## src/rtl/core/aoit_pkg.sv

```systemverilog
// Package with types and constants shared by the area-of-interest tracker.
package tracker_pkg;

    localparam logic [31:0] RESERVED_ID = 32'hFFFF_FFFF;
    localparam logic [30:0] HALF_RESET  = 31'd655360;

    // Item kinds.
    localparam logic [2:0] KIND_ENTER = 3'd0;
    localparam logic [2:0] KIND_LEAVE = 3'd1;
    localparam logic [2:0] KIND_MOVE  = 3'd2;
    localparam logic [2:0] KIND_MODE  = 3'd3;
    localparam logic [2:0] KIND_QUERY = 3'd4;

    // Result kinds.
    localparam logic [1:0] EV_ENTER = 2'd0;
    localparam logic [1:0] EV_LEAVE = 2'd1;
    localparam logic [1:0] EV_VIEW  = 2'd2;
    localparam logic [1:0] EV_DONE  = 2'd3;

    // Done status codes.
    localparam logic [1:0] ST_OK     = 2'd0;
    localparam logic [1:0] ST_NOCHG  = 2'd1;
    localparam logic [1:0] ST_FULL   = 2'd2;

    // Configuration register indexes.
    localparam logic [1:0] CFG_HALF_X = 2'd0;
    localparam logic [1:0] CFG_HALF_Y = 2'd1;
    localparam logic [1:0] CFG_HALF_Z = 2'd2;

    // One stored object: id, position and mode flags.
    typedef struct packed {
        logic [31:0]        ident;
        logic signed [31:0] x;
        logic signed [31:0] y;
        logic signed [31:0] z;
        logic               watch;
        logic               mark;
    } slot_t;

    localparam int SLOT_W = $bits(slot_t);

    typedef struct packed {
        logic [2:0]         kind;
        logic [31:0]        object_id;
        logic signed [31:0] coord_x;
        logic signed [31:0] coord_y;
        logic signed [31:0] coord_z;
        logic               watch_flag;
        logic               mark_flag;
        logic               own_range;
    } in_item_t;

    typedef struct packed {
        logic [1:0]  event_kind;
        logic [31:0] watcher_id;
        logic [31:0] target_id;
        logic [1:0]  status;
        logic        last;
    } out_item_t;

    // Sequencer states.
    typedef enum logic [3:0] {
        S_IDLE,
        S_FIND_RD,
        S_FIND,
        S_SCAN_RD,
        S_SCAN,
        S_EMIT,
        S_WRITE,
        S_DONE
    } state_t;

    // True when every axis differs by at most its half-width.
    function automatic logic in_view(input logic signed [31:0] ax, input logic signed [31:0] ay,
                                     input logic signed [31:0] az, input logic signed [31:0] bx,
                                     input logic signed [31:0] by, input logic signed [31:0] bz,
                                     input logic signed [32:0] hx, input logic signed [32:0] hy,
                                     input logic signed [32:0] hz);
        logic signed [32:0] dx;
        logic signed [32:0] dy;
        logic signed [32:0] dz;
        logic signed [33:0] adx;
        logic signed [33:0] ady;
        logic signed [33:0] adz;
        dx  = 33'(ax) - 33'(bx);
        dy  = 33'(ay) - 33'(by);
        dz  = 33'(az) - 33'(bz);
        adx = dx[32] ? -34'(dx) : 34'(dx);
        ady = dy[32] ? -34'(dy) : 34'(dy);
        adz = dz[32] ? -34'(dz) : 34'(dz);
        return (adx <= 34'(hx)) && (ady <= 34'(hy)) && (adz <= 34'(hz));
    endfunction

endpackage

```

## src/rtl/core/aoit_ram.sv

```systemverilog
// Generic single-port RAM with registered read.
module tracker_ram #(
    parameter int WIDTH = 8,
    parameter int DEPTH = 16
) (
    input  logic                     clk,
    input  logic                     we,
    input  logic [$clog2(DEPTH)-1:0] addr,
    input  logic [WIDTH-1:0]         wdata,
    output logic [WIDTH-1:0]         rdata
);

    logic [WIDTH-1:0] mem [DEPTH];

    // Write, and read the addressed entry into the output register.
    always_ff @(posedge clk)
    begin
        if (we)
        begin
            mem[addr] <= wdata;
        end
        rdata <= mem[addr];
    end

endmodule

```

## src/rtl/core/area_of_interest_tracker.sv

```systemverilog
// Top level of the area-of-interest tracker: sequencer around one slot memory.
// Every item starts with a lookup pass over all slots and ends with a done result. Leave, query,
// new enter and rising watch add one view pass; move and re-enter add two passes. Each member
// in view is walked as two pair halves for enter, leave and move, as one for query and watch.
// One item at a time; output stalls hold the sequencer. Reset clears slot-used flags and sets
// the view half-widths to HALF_RESET.
module area_of_interest_tracker
    import tracker_pkg::*;
#(
    parameter int MAX_OBJECTS = 16
) (
    input  logic        clk,
    input  logic        rst_n,
    input  logic        in_valid,
    output logic        in_ready,
    input  in_item_t    in_item,
    output logic        out_valid,
    input  logic        out_ready,
    output out_item_t   out_item,
    input  logic        cfg_we,
    input  logic [1:0]  cfg_index,
    input  logic [30:0] cfg_data
);

    localparam int AW = (MAX_OBJECTS > 1) ? $clog2(MAX_OBJECTS) : 1;

    state_t state_reg, state_next;

    logic [30:0] half_x_reg, half_y_reg, half_z_reg;
    in_item_t    item_reg;
    logic [MAX_OBJECTS-1:0] used_reg, used_next;
    logic [MAX_OBJECTS-1:0] before_reg, before_next;
    logic [MAX_OBJECTS-1:0] mask_reg, mask_next;
    logic [AW-1:0] idx_reg, idx_next;
    logic [AW-1:0] self_reg, self_next;
    logic          found_reg, found_next;
    slot_t         self_data_reg, self_data_next;
    // pass: 0 = old view of move or re-enter, 1 = final view
    logic          pass_reg, pass_next;
    logic          phase_reg, phase_next;   // move: 0 enters, 1 leaves
    logic          sub_reg, sub_next;       // pair half: 0 self watches, 1 other watches
    logic [1:0]    status_reg, status_next;

    out_item_t out_reg, out_next;
    logic      out_valid_reg, out_valid_next;

    logic          ram_we;
    logic [AW-1:0] ram_addr;
    slot_t         ram_wdata;
    slot_t         ram_rdata;

    logic [MAX_OBJECTS-1:0]  watch_bits_reg, watch_bits_next;
    logic [31:0]             ids_reg [MAX_OBJECTS];
    logic                    ids_we;

    state_t        decide_state;
    state_t        emit_state;
    logic          found_now;
    logic [AW-1:0] self_now;
    slot_t         self_now_data;
    logic          member_done;

    tracker_ram #(
        .WIDTH(SLOT_W),
        .DEPTH(MAX_OBJECTS)
    ) u_slots (
        .clk   (clk),
        .we    (ram_we),
        .addr  (ram_addr),
        .wdata (ram_wdata),
        .rdata (ram_rdata)
    );

    logic last_idx;
    assign last_idx = (idx_reg == AW'(MAX_OBJECTS - 1));

    // Half-widths used for the current view test.
    logic signed [32:0] hx, hy, hz;
    always_comb
    begin
        if (item_reg.kind == KIND_QUERY && item_reg.own_range)
        begin
            hx = 33'(item_reg.coord_x);
            hy = 33'(item_reg.coord_y);
            hz = 33'(item_reg.coord_z);
        end
        else
        begin
            hx = {2'b00, half_x_reg};
            hy = {2'b00, half_y_reg};
            hz = {2'b00, half_z_reg};
        end
    end

    logic hit;
    assign hit = in_view(ram_rdata.x, ram_rdata.y, ram_rdata.z, self_data_reg.x,
                         self_data_reg.y, self_data_reg.z, hx, hy, hz);

    // Lowest free slot.
    logic          free_any;
    logic [AW-1:0] free_idx;
    always_comb
    begin
        free_any = 1'b0;
        free_idx = '0;
        for (int i = MAX_OBJECTS - 1; i >= 0; i--)
        begin
            if (!used_reg[i])
            begin
                free_any = 1'b1;
                free_idx = AW'(i);
            end
        end
    end

    // Emit mask for the current pass and lowest pending member.
    logic [MAX_OBJECTS-1:0] emit_mask;
    logic                   emit_any;
    logic [AW-1:0]          emit_idx;
    always_comb
    begin
        if (item_reg.kind == KIND_MOVE)
            emit_mask = phase_reg ? (before_reg & ~mask_reg) : (mask_reg & ~before_reg);
        else
            emit_mask = mask_reg;
        emit_any = 1'b0;
        emit_idx = '0;
        for (int i = MAX_OBJECTS - 1; i >= 0; i--)
        begin
            if (emit_mask[i])
            begin
                emit_any = 1'b1;
                emit_idx = AW'(i);
            end
        end
    end

    logic out_free;
    assign out_free = !out_valid_reg || out_ready;

    // The watch flag of a member is kept in a register written during the scan.
    logic other_watch;
    assign other_watch = watch_bits_reg[emit_idx];

    // Event kind for pair events of the current item.
    logic [1:0] pair_kind;
    always_comb
    begin
        case (item_reg.kind)
            KIND_ENTER: pair_kind = (pass_reg) ? EV_ENTER : EV_LEAVE;
            KIND_LEAVE: pair_kind = EV_LEAVE;
            KIND_MOVE:  pair_kind = phase_reg ? EV_LEAVE : EV_ENTER;
            KIND_MODE:  pair_kind = EV_ENTER;
            default:    pair_kind = EV_VIEW;
        endcase
    end

    // Decisions made after the lookup pass and after each emit phase.
    always_comb
    begin
        found_now     = found_reg;
        self_now      = self_reg;
        self_now_data = self_data_reg;
        if (used_reg[idx_reg] && ram_rdata.ident == item_reg.object_id && !found_reg)
        begin
            found_now     = 1'b1;
            self_now      = idx_reg;
            self_now_data = ram_rdata;
        end
        decide_state = S_DONE;
        case (item_reg.kind) inside
            KIND_ENTER:
                if (item_reg.object_id == RESERVED_ID)
                    decide_state = S_DONE;
                else if (found_now)
                    decide_state = S_SCAN_RD;
                else if (free_any)
                    decide_state = S_WRITE;
                else
                    decide_state = S_DONE;
            KIND_LEAVE, KIND_QUERY:
                decide_state = found_now ? S_SCAN_RD : S_DONE;
            default:
                decide_state = S_DONE;
        endcase
        if (found_now && item_reg.kind == KIND_MOVE)
            decide_state = (self_now_data.x == item_reg.coord_x &&
                            self_now_data.y == item_reg.coord_y &&
                            self_now_data.z == item_reg.coord_z) ? S_DONE : S_SCAN_RD;
        if (found_now && item_reg.kind == KIND_MODE)
            decide_state = (!self_now_data.watch && item_reg.watch_flag) ? S_WRITE : S_DONE;

        // After the old object leaves, its slot is free in any case.
        emit_state = S_EMIT;
        if (!emit_any)
        begin
            emit_state = S_DONE;
            if (item_reg.kind == KIND_ENTER && !pass_reg)
                emit_state = S_WRITE;
            if (item_reg.kind == KIND_MOVE && !pass_reg)
                emit_state = S_WRITE;
            if (item_reg.kind == KIND_MOVE && pass_reg && !phase_reg)
                emit_state = S_EMIT;
        end
    end

    // Next state.
    always_comb
    begin
        state_next = state_reg;
        unique case (state_reg)
            S_IDLE:
                if (in_valid)
                    state_next = S_FIND_RD;
            S_FIND_RD:
                state_next = S_FIND;
            S_FIND:
                if (last_idx)
                    state_next = decide_state;
                else
                    state_next = S_FIND_RD;
            S_SCAN_RD:
                state_next = S_SCAN;
            S_SCAN:
                if (last_idx)
                    state_next = S_EMIT;
                else
                    state_next = S_SCAN_RD;
            S_EMIT:
                state_next = emit_state;
            S_WRITE:
                state_next = S_SCAN_RD;
            S_DONE:
                if (out_free)
                    state_next = S_IDLE;
            default:
                state_next = S_IDLE;
        endcase
    end

    // Captured ids of scanned members, one register per slot.
    always_ff @(posedge clk)
    begin
        if (ids_we)
        begin
            ids_reg[idx_reg] <= ram_rdata.ident;
        end
    end

    // Sequencer data path.
    always_comb
    begin
        used_next       = used_reg;
        before_next     = before_reg;
        mask_next       = mask_reg;
        idx_next        = idx_reg;
        self_next       = self_reg;
        found_next      = found_reg;
        self_data_next  = self_data_reg;
        pass_next       = pass_reg;
        phase_next      = phase_reg;
        sub_next        = sub_reg;
        status_next     = status_reg;
        watch_bits_next = watch_bits_reg;
        out_next        = out_reg;
        out_valid_next  = out_valid_reg && !out_ready;
        ram_we          = 1'b0;
        ram_addr        = idx_reg;
        ram_wdata       = self_data_reg;
        ids_we          = 1'b0;
        member_done     = 1'b0;
        in_ready        = (state_reg == S_IDLE);

        unique case (state_reg)
            S_IDLE:
            begin
                idx_next    = '0;
                found_next  = 1'b0;
                pass_next   = 1'b1;
                phase_next  = 1'b0;
                sub_next    = 1'b0;
                status_next = ST_OK;
                mask_next   = '0;
                before_next = '0;
            end
            S_FIND_RD:
            begin
                ram_addr = idx_reg;
            end
            S_FIND:
            begin
                found_next     = found_now;
                self_next      = self_now;
                self_data_next = self_now_data;
                idx_next       = last_idx ? '0 : idx_reg + AW'(1);
                if (last_idx)
                begin
                    mask_next = '0;
                    case (item_reg.kind) inside
                        KIND_ENTER:
                        begin
                            if (item_reg.object_id == RESERVED_ID)
                                status_next = ST_NOCHG;
                            else if (found_now)
                                pass_next = 1'b0;
                            else if (!free_any)
                                status_next = ST_FULL;
                        end
                        KIND_LEAVE, KIND_QUERY:
                            if (!found_now)
                                status_next = ST_NOCHG;
                        KIND_MOVE:
                        begin
                            if (!found_now || decide_state == S_DONE)
                                status_next = ST_NOCHG;
                            pass_next = 1'b0;
                        end
                        KIND_MODE:
                        begin
                            if (!found_now)
                                status_next = ST_NOCHG;
                            else if (self_now_data.watch == item_reg.watch_flag &&
                                     self_now_data.mark == item_reg.mark_flag)
                                status_next = ST_NOCHG;
                            if (found_now)
                            begin
                                // Store the new flags now; a rising watch also scans.
                                ram_we          = 1'b1;
                                ram_addr        = self_now;
                                ram_wdata       = self_now_data;
                                ram_wdata.watch = item_reg.watch_flag;
                                ram_wdata.mark  = item_reg.mark_flag;
                                self_data_next  = ram_wdata;
                            end
                        end
                        default:
                            status_next = ST_NOCHG;
                    endcase
                end
            end
            S_WRITE:
            begin
                // Enter: place the object. Move: store the new position.
                // Mode: flags were written already, only start the scan.
                idx_next = '0;
                mask_next = '0;
                if (item_reg.kind == KIND_ENTER)
                begin
                    self_next                = free_idx;
                    self_data_next.ident     = item_reg.object_id;
                    self_data_next.x         = item_reg.coord_x;
                    self_data_next.y         = item_reg.coord_y;
                    self_data_next.z         = item_reg.coord_z;
                    self_data_next.watch     = item_reg.watch_flag;
                    self_data_next.mark      = item_reg.mark_flag;
                    used_next[free_idx]      = 1'b1;
                    ram_we                   = 1'b1;
                    ram_addr                 = free_idx;
                    ram_wdata                = self_data_next;
                    pass_next                = 1'b1;
                end
                else if (item_reg.kind == KIND_MOVE)
                begin
                    before_next      = mask_reg;
                    self_data_next.x = item_reg.coord_x;
                    self_data_next.y = item_reg.coord_y;
                    self_data_next.z = item_reg.coord_z;
                    ram_we           = 1'b1;
                    ram_addr         = self_reg;
                    ram_wdata        = self_data_next;
                    pass_next        = 1'b1;
                    phase_next       = 1'b0;
                end
            end
            S_SCAN_RD:
            begin
                ram_addr = idx_reg;
            end
            S_SCAN:
            begin
                ids_we   = 1'b1;
                watch_bits_next[idx_reg] = ram_rdata.watch;
                if (idx_reg != self_reg && used_reg[idx_reg] && hit)
                    mask_next[idx_reg] = 1'b1;
                idx_next = last_idx ? '0 : idx_reg + AW'(1);
                sub_next = 1'b0;
                if (last_idx && item_reg.kind == KIND_MOVE && !pass_reg)
                    before_next = mask_next;
            end
            S_EMIT:
            begin
                if (!emit_any)
                begin
                    // Pass finished: free a leaving slot or start the move leave phase.
                    if (item_reg.kind == KIND_ENTER && !pass_reg)
                    begin
                        used_next[self_reg] = 1'b0;
                    end
                    else if (item_reg.kind == KIND_LEAVE)
                    begin
                        used_next[self_reg] = 1'b0;
                    end
                    else if (item_reg.kind == KIND_MOVE && pass_reg && !phase_reg)
                    begin
                        phase_next = 1'b1;
                    end
                end
                else if (out_free)
                begin
                    // Walk the pairs of the lowest pending member.
                    if (item_reg.kind == KIND_QUERY || item_reg.kind == KIND_MODE)
                    begin
                        out_next.event_kind = pair_kind;
                        out_next.watcher_id = self_data_reg.ident;
                        out_next.target_id  = ids_reg[emit_idx];
                        out_next.status     = ST_OK;
                        out_next.last       = 1'b0;
                        out_valid_next      = 1'b1;
                        member_done         = 1'b1;
                    end
                    else if (!sub_reg)
                    begin
                        if (self_data_reg.watch)
                        begin
                            out_next.event_kind = pair_kind;
                            out_next.watcher_id = self_data_reg.ident;
                            out_next.target_id  = ids_reg[emit_idx];
                            out_next.status     = ST_OK;
                            out_next.last       = 1'b0;
                            out_valid_next      = 1'b1;
                        end
                        sub_next = 1'b1;
                    end
                    else
                    begin
                        if (other_watch)
                        begin
                            out_next.event_kind = pair_kind;
                            out_next.watcher_id = ids_reg[emit_idx];
                            out_next.target_id  = self_data_reg.ident;
                            out_next.status     = ST_OK;
                            out_next.last       = 1'b0;
                            out_valid_next      = 1'b1;
                        end
                        sub_next    = 1'b0;
                        member_done = 1'b1;
                    end
                end
            end
            S_DONE:
            begin
                if (out_free)
                begin
                    out_next.event_kind = EV_DONE;
                    out_next.watcher_id = item_reg.object_id;
                    out_next.target_id  = '0;
                    out_next.status     = status_reg;
                    out_next.last       = 1'b1;
                    out_valid_next      = 1'b1;
                end
            end
            default:
            begin
            end
        endcase

        // Clear the emitted member from whichever mask holds it.
        if (member_done)
        begin
            if (item_reg.kind == KIND_MOVE && phase_reg)
                before_next[emit_idx] = 1'b0;
            else
                mask_next[emit_idx] = 1'b0;
        end
    end

    // Registers.
    always_ff @(posedge clk or negedge rst_n)
    begin
        if (!rst_n)
        begin
            state_reg     <= S_IDLE;
            used_reg      <= '0;
            out_valid_reg <= 1'b0;
            half_x_reg    <= HALF_RESET;
            half_y_reg    <= HALF_RESET;
            half_z_reg    <= HALF_RESET;
        end
        else
        begin
            state_reg     <= state_next;
            used_reg      <= used_next;
            out_valid_reg <= out_valid_next;
            if (cfg_we)
            begin
                unique case (cfg_index)
                    CFG_HALF_X: half_x_reg <= cfg_data;
                    CFG_HALF_Y: half_y_reg <= cfg_data;
                    CFG_HALF_Z: half_z_reg <= cfg_data;
                    default:
                    begin
                    end
                endcase
            end
        end
    end

    always_ff @(posedge clk)
    begin
        if (state_reg == S_IDLE && in_valid)
            item_reg <= in_item;
        before_reg     <= before_next;
        mask_reg       <= mask_next;
        idx_reg        <= idx_next;
        self_reg       <= self_next;
        found_reg      <= found_next;
        self_data_reg  <= self_data_next;
        pass_reg       <= pass_next;
        phase_reg      <= phase_next;
        sub_reg        <= sub_next;
        status_reg     <= status_next;
        watch_bits_reg <= watch_bits_next;
        out_reg        <= out_next;
    end

    assign out_valid = out_valid_reg;
    assign out_item  = out_reg;

`ifndef SYNTHESIS
    // Input is taken only while idle.
    a_in_idle: assert property (@(posedge clk) disable iff (!rst_n)
        in_valid && in_ready |-> state_reg == S_IDLE)
        else $error("item taken while busy");
    // A done result always closes an item.
    a_done_last: assert property (@(posedge clk) disable iff (!rst_n)
        out_valid && out_item.event_kind == EV_DONE |-> out_item.last)
        else $error("done without last");
    // After a done is sent the sequencer returns to idle.
    a_done_idle: assert property (@(posedge clk) disable iff (!rst_n)
        state_reg == S_DONE && out_free |=> state_reg == S_IDLE)
        else $error("done did not finish item");
    // Memory is written only while placing, moving or on mode change.
    a_we: assert property (@(posedge clk) disable iff (!rst_n)
        ram_we |-> state_reg == S_WRITE || state_reg == S_FIND)
        else $error("unexpected slot write");
`endif

endmodule

```

## config.mk

```make
export PLATFORM = sky130hd
export DESIGN_NAME = area_of_interest_tracker
export DESIGN_NICKNAME = d
export VERILOG_FILES = /design/src/rtl/core/aoit_pkg.sv /design/src/rtl/core/aoit_ram.sv /design/src/rtl/core/area_of_interest_tracker.sv
export SDC_FILE = /design/constraint.sdc
export NUM_CORES = 2
export LEC_CHECK = 0
export BUFFER_PORTS_ARGS = -buffer_cell sky130_fd_sc_hd__buf_2
export CAP_MARGIN = 20
export CORE_AREA = 2 2 636 638
export DETAILED_ROUTE_END_ITERATION = 10
export DIE_AREA = 0 0 638 640
export HOLD_SLACK_MARGIN = 0.05
export PLACE_DENSITY = 0.46
export REMOVE_ABC_BUFFERS = 1
export SYNTH_ARGS = -nofsm -noshare
export SYNTH_HDL_FRONTEND = slang
export SYNTH_SLANG_ARGS = --single-unit
export TNS_END_PERCENT = 30
```

## constraint.sdc

```tcl
create_clock -name clk -period 13.8 [get_ports clk]
set_clock_uncertainty 0.2 [all_clocks]
set_input_delay 2.76 -clock clk [delete_from_list [all_inputs] [get_ports clk]]
set_output_delay 2.76 -clock clk [all_outputs]
set_load 0.01 [all_outputs]
```

**Yosys cells after proc, flatten, opt, wreduce, memory -nomap -nowiden**

Memories as Yosys holds them, arrays and structs flattened. A register that Yosys moved wholly into a read port is not among the register bits.
Index checks and enable logic that the tools add are counted.

- Add/subtract/negate cells: 7
- Reduce and logical (&&, ||, !) cells: 63
- Order comparisons: 11
- Equality and inequality tests: 49
- Mux-type cells: 228
- Bitwise operators: 11

Operators by type and width:

| kind | number |
|---|---|
| $mux 130 | 8 |
| $pmux 130 s2 | 2 |
| $mux 69 | 7 |
| $mux 16 | 15 |
| $mux 4 | 52 |
| $mux 96 | 2 |
| $pmux 69 s2 | 1 |
| $eq 32x32->1 | 4 |
| $le 34x33->1 | 3 |
| $mux 34 | 3 |
| $neg 33->34 | 3 |
| $mux 33 | 3 |
| $sub 32x32->33 | 3 |
| $mux 98 | 1 |
| $pmux 16 s3 | 2 |
| $mux 1 | 86 |
| $and 16x16->16 | 5 |
| $not 16->16 | 4 |
| $mux 2 | 19 |
| $eq 32x32->1 const B | 1 |
| $mux 32 | 1 |
| $or 16x16->16 | 2 |
| $pmux 16 s2 | 1 |
| $pmux 4 s8 | 1 |
| other kinds (41) | 140 |

- Bits in writable memories: 2592
- Bits in registers: 509
- Output and inout bits: 71
- Memories: 2

Memories:

| memory | words | bits a word | rd ports | clocked after memory_dff | wr ports | line | text |
|---|---|---|---|---|---|---|---|
| u_slots.mem | 16 | 130 | 1 | 1 | 1 | aoit_ram.sv:13 | `logic [WIDTH-1:0] mem [DEPTH];` |
| ids_reg | 16 | 32 | 1 | 0 | 1 | area_of_interest_tracker.sv:53 | `logic [31:0] ids_reg [MAX_OBJECTS];` |

**Logic depth before layout (Yosys ltp)**

- Word-level depth: 30
- Depth in mapped cells: 31
- Mapped depth without buffers: 29

**By module**

A second synthesis with hierarchy kept.

- Cells, all modules: 8611
- Area, all modules: 138561.6 um^2

By module, submodules not included:

| module | cells an instance | times used | sequential area each (um^2) | area each (um^2) |
|---|---|---|---|---|
| tracker_ram | 3322 | 1 | 65062.4 | 80308.3 |
| area_of_interest_tracker | 5289 | 1 | 29751.0 | 58253.4 |

**Least setup slack after synthesis**

No wires, ideal clock.

- Path type: flip-flop to flip-flop
- Start: register idx_reg[0]
- End: memory u_slots.mem[0][0] (netlist name), enable pin
- Stages on the path, launching flop included: 13
- Clock period less this slack: 12.646 ns
- Slack: 1.154 ns
- Data required time: 12.821 ns
- Arrival time: 11.666 ns
- Cell sequence: edfxtp_1 > ha_1 > clkbuf_1 > nand2_1 > nor3_1 > nand3_1 > o31ai_1 > a221oi_1 > clkbuf_1 > clkbuf_1 > buf_2 > buf_2 > nor3_1

- Longest elaborated chain between the ends: 14

RTL lines:

| item | line | text |
|---|---|---|
| start: declaration | area_of_interest_tracker.sv:34 | `logic [AW-1:0] idx_reg, idx_next;` |
| start signal: assignment | area_of_interest_tracker.sv:514 | `idx_reg <= idx_next;` |
| $bmux 1 s4 | area_of_interest_tracker.sv:164 | `if (used_reg[idx_reg] && ram_rdata.ident == item_reg.object_id && !found_reg)` |
| $mux 1 (not written as such) | area_of_interest_tracker.sv:164 |  |
| $logic_and 1x1->1 (2 in a row) | area_of_interest_tracker.sv:164 |  |
| $mux 1 | area_of_interest_tracker.sv:164 |  |
| $mux 1 | area_of_interest_tracker.sv:325 | `if (found_now)` |
| $mux 1 (4 in a row) | area_of_interest_tracker.sv:299 | `case (item_reg.kind) inside` |
| $mux 1 | area_of_interest_tracker.sv:296 | `if (last_idx)` |
| $pmux 1 s2 | area_of_interest_tracker.sv:274 | `unique case (state_reg)` |
| $mux 1 | aoit_ram.sv:18 | `if (we)` |
| $mux 1 (not written as such) | aoit_ram.sv:20 | `mem[addr] <= wdata;` |
| end: declaration | aoit_ram.sv:13 |  |

Several ways; a longest one is shown, not always the timed one. The select of a mux whose other input is x is not followed.

**Worst setup path after layout**

- Start: register u_slots.rdata[103], read port of u_slots.mem
- End: register status_reg[0], enable pin

- Longest elaborated chain between the ends: 14

RTL lines:

| item | line | text |
|---|---|---|
| start: declaration | aoit_ram.sv:10 | `output logic [WIDTH-1:0] rdata` |
| $eq 32x32->1 (*) | area_of_interest_tracker.sv:164 |  |
| $logic_and 1x1->1 (*) (2 in a row) | area_of_interest_tracker.sv:164 |  |
| $mux 130 | area_of_interest_tracker.sv:164 |  |
| $eq 32x32->1, on equally long branches | area_of_interest_tracker.sv:187, area_of_interest_tracker.sv:188 |  |
| $logic_and 1x1->1 | area_of_interest_tracker.sv:187 | `decide_state = (self_now_data.x == item_reg.coord_x &&` |
| $logic_and 1x1->1 | area_of_interest_tracker.sv:188 | `self_now_data.y == item_reg.coord_y &&` |
| $mux 3 | area_of_interest_tracker.sv:189 | `self_now_data.z == item_reg.coord_z) ? S_DONE : S_SCAN_RD;` |
| $mux 4 | area_of_interest_tracker.sv:186 | `if (found_now && item_reg.kind == KIND_MOVE)` |
| $mux 4 | area_of_interest_tracker.sv:190 | `if (found_now && item_reg.kind == KIND_MODE)` |
| $eq 4x3->1 | area_of_interest_tracker.sv:314 | `if (!found_now \|\| decide_state == S_DONE)` |
| $logic_or 1x1->1 | area_of_interest_tracker.sv:314 |  |
| $ne 5x5->1 (no line) | -- |  |
| $reduce_and 7->1 (no line) (*) | -- |  |
| end signal: assignment | area_of_interest_tracker.sv:521 | `status_reg <= status_next;` |
| end: declaration | area_of_interest_tracker.sv:42 | `logic [1:0] status_reg, status_next;` |

Mark *: on every way between the ends. The rest lies on a longest branch, timed or not.
A chain may end at the register's enable or synchronous reset.

==> metrics.txt <==
Place WS=5.67 ns; CTS-repair resized insts=0; fmax=121 MHz; count of cell types in the netlist=98; Worst setup SP type=flip-flop; Hold Crit Class=flip-flop to flip-flop; Synth area leaders=edfxtp_1 63%, mux4_2 8.5%, nand2_1 3.1%; number of synthesized flops with an enable pin=2955; Least-Margin Pin Slew=1.39 ns; DRC viols=0; CTS tree=built; Synth Area in Adders=1.89%; Port Buffer Count=242; Die X=638 um; top-count cell post-synth=edfxtp_1; Synth Instances=9495; Max clock buf depth=4; design area=160000 um^2; cts bufs inserted=359; io pins=243; mux share of post-synthesis cell area=10.9%; HPWL Detailed=293 mm; placed cell area=148000 um^2; Setup crit end kind=flip-flop; cell taking the most area after synthesis=edfxtp_1; Avg Inst Size Synth=14.7 um^2; MaxCap Viol Count=0; Initial Util=34.8%; final core occ=39.9%; DP Cell Count=14700; die area=408000 um^2; PD cells=248 nW/um^2; Die Y=640 um; WL per Instance=31.4 um; largest family of logic cells by synthesized area=multiplexers; Starting DRT DRC Count=9044; first-pass GRT wire length=677 mm; clock-pin transition on the worst setup and hold timing paths=0.06 ns; share of the synthesized area in the top cell type=63.5%; slowest stage delay, CP=1.12 ns; hold buffers post-CTS=0; Antenna Violating Nets Remaining=0; Clk Latency, worst-skew pair=0.97 ns; synth cell count leaders=2955 x edfxtp_1, 1152 x nand2_1, 525 x mux4_2, 446 x nand3_1, 406 x nor2_1; Tot GR Track Use=23.2%; fin. max-slew vios=0; H-tree levels=5; CP arrival=8.73 ns; Crit-path slowest cell=nor2_4; Post-Syn Area=140000 um^2; Final setup viols=0; simple-gate share of the synthesized area=8.40%; sequential area share after synthesis=67.8%; CTS Root Cell=clkbuf_16; grt ovf=0; compound-gate portion of the synthesized area=7.23%; max reg flops=2080; final WL=485 mm; Final TNS setup=0 ns; Synth Flop Type=edfxtp_1; Nets=10200; headroom to the max-slew limit=7.00%; Vias=87600; Rows=233; vias in the first global route=86500; largest net degree at the start of global routing=201; number of synthesized register bits=3230; DR vias/cell=5.68; Filler cells=36900; Final Hold Fails=0; layout cells sized above 1=17.5%; period utilization=60.1%; P_leak=52.9 nW; type of the worst setup path=flip-flop to flip-flop; iteration count of the initial detailed-routing pass=8; Setup Buffers After CTS=0; antenna violations before repair=36; Non-Filler Instances=15400; # clock sinks=3230; gpl congestion=0.915; setup ws final=5.51 ns; xor/xnor cell area share of the yosys netlist=1.76%; crit-path cells=xnor2_1 > nand4_1 > nor4_2 > nand3_1 > nor2_4 > buf_4 > buf_4 > mux2i_1 > a22o_1 > a221oi_1 > nand4_1 > nor4_1 > a21oi_1 > a31oi_1; Max Fanout on Critical Path=23; maximum VDD drop=0.199 mV; Tmin final=8.29 ns; WP data required=14.24 ns; Area Overhead vs Synth=14.5%; status=complete, no violations; RSZ-0062 raised after global routing=false; core area=401000 um^2; synth warn=0; Post-synth ARST share=3.50%
## routing by layer
metal | up-vias | part of all wire, % | global-route usage (%) | wire, um
met5 | - | 0.0027 | 0 | 13
met4 | 2 | 3.9 | 8.20 | 18700
met3 | 791 | 5.8 | 2.73 | 27900
met2 | 3361 | 48 | 38.4 | 231000
met1 | 46000 | 43 | 31.5 | 207000
li1 | 37500 | - | - | -
## placed cells by master, fill, tap and decap left out, types with 51 or more instances in the layout
cell	instances
clkbuf_1	93
a211oi_1	176
dfrtp_1	106
nand3_1	444
nor3_1	95
mux2i_1	223
a31oi_1	186
xor2_1	88
clkbuf_16	365
edfxtp_1	2955
xnor2_1	193
mux4_2	525
inv_1	201
nand2_1	1145
clkinv_1	58
a21oi_1	341
mux2_2	100
and2_1	145
buf_2	242
ha_1	206
buf_4	220
clkinv_2	51
dfxtp_1	162
nor2_1	386
nand4_1	100
o22ai_1	158
a21o_1	72
o21ai_0	342
## final cells by class
class | count | area [um^2] | share of cell area, %
Clock buffer | 492 | 9950 | 6.21
Tap cell | 5287 | 6620 | 4.13
Sequential cell | 3230 | 94800 | 59.2
Clock inverter | 174 | 1900 | 1.19
Inverter | 204 | 767 | 0.479
Antenna cell | 7 | 17.5 | 0.0109
Timing Repair Buffer | 497 | 3420 | 2.13
Multi-Input combinational cell | 5531 | 42600 | 26.6
## path summary, 6_finish.rpt
| path | start | endpoint | slack (ns) | cells after the start |
|---|---|---|---|---|
| max reg2reg | u_slots.rdata[103]$_DFF_P_ | status_reg[0]$_SDFFCE_PN0P_ | 5.51 | 14 |
| min reg2reg | half_z_reg[30]$_DFFE_PN0P_ | half_z_reg[30]$_DFFE_PN0P_ | 0.31 | 1 |
| min | half_z_reg[30]$_DFFE_PN0P_ | half_z_reg[30]$_DFFE_PN0P_ | 0.31 | 1 |
| max in group asynchronous | rst_n | state_reg[2]$_DFFE_PN0P_ | 10.21 | 2 |
| max | u_slots.rdata[103]$_DFF_P_ | status_reg[0]$_SDFFCE_PN0P_ | 5.51 | 14 |
| min in group asynchronous | rst_n | half_z_reg[26]$_DFFE_PN0P_ | 1.59 | 1 |
## worst max-delay path: cells and delay by family (launching register included)
| kind | cells | cell delay (ns) |
|---|---|---|
| AOI/OAI and AO/OA | 4 | 1.48 |
| xor gates and xnor gates | 1 | 0.26 |
| buffers and inverters | 2 | 1.23 |
| DFF | 1 | 0.82 |
| muxes | 1 | 0.27 |
| and+or+nand+nor | 6 | 3.61 |
## per-stage QoR
step                hold WS (ns)  power, mW
floorplan                  0.276       26.6
global placement           0.287       29.9
detailed placement         0.292       30.2
CTS                        0.306       39.9
global route               0.318       41.7
finish                     0.308       39.7
## where the power goes
part / switching [mW] / internal [mW]
Combinational: 9.56 / 6.03
Sequential: 1.31 / 13.1
Clock: 4.06 / 5.63
Total: 14.9 / 24.8
## cells by family (layout without fill, tap and decap cells)
logic type | Yosys count | count (layout)
flops | 3230 | 3230
simple gates | 2592 | 2592
mux | 848 | 848
buf+inv | 736 | 1367
compound gates | 1598 | 1598
other cells | 1 | 10
xor+xnor | 281 | 281
fa+ha+maj | 209 | 209
No activity file was read; power rests on OpenSTA's default activity.
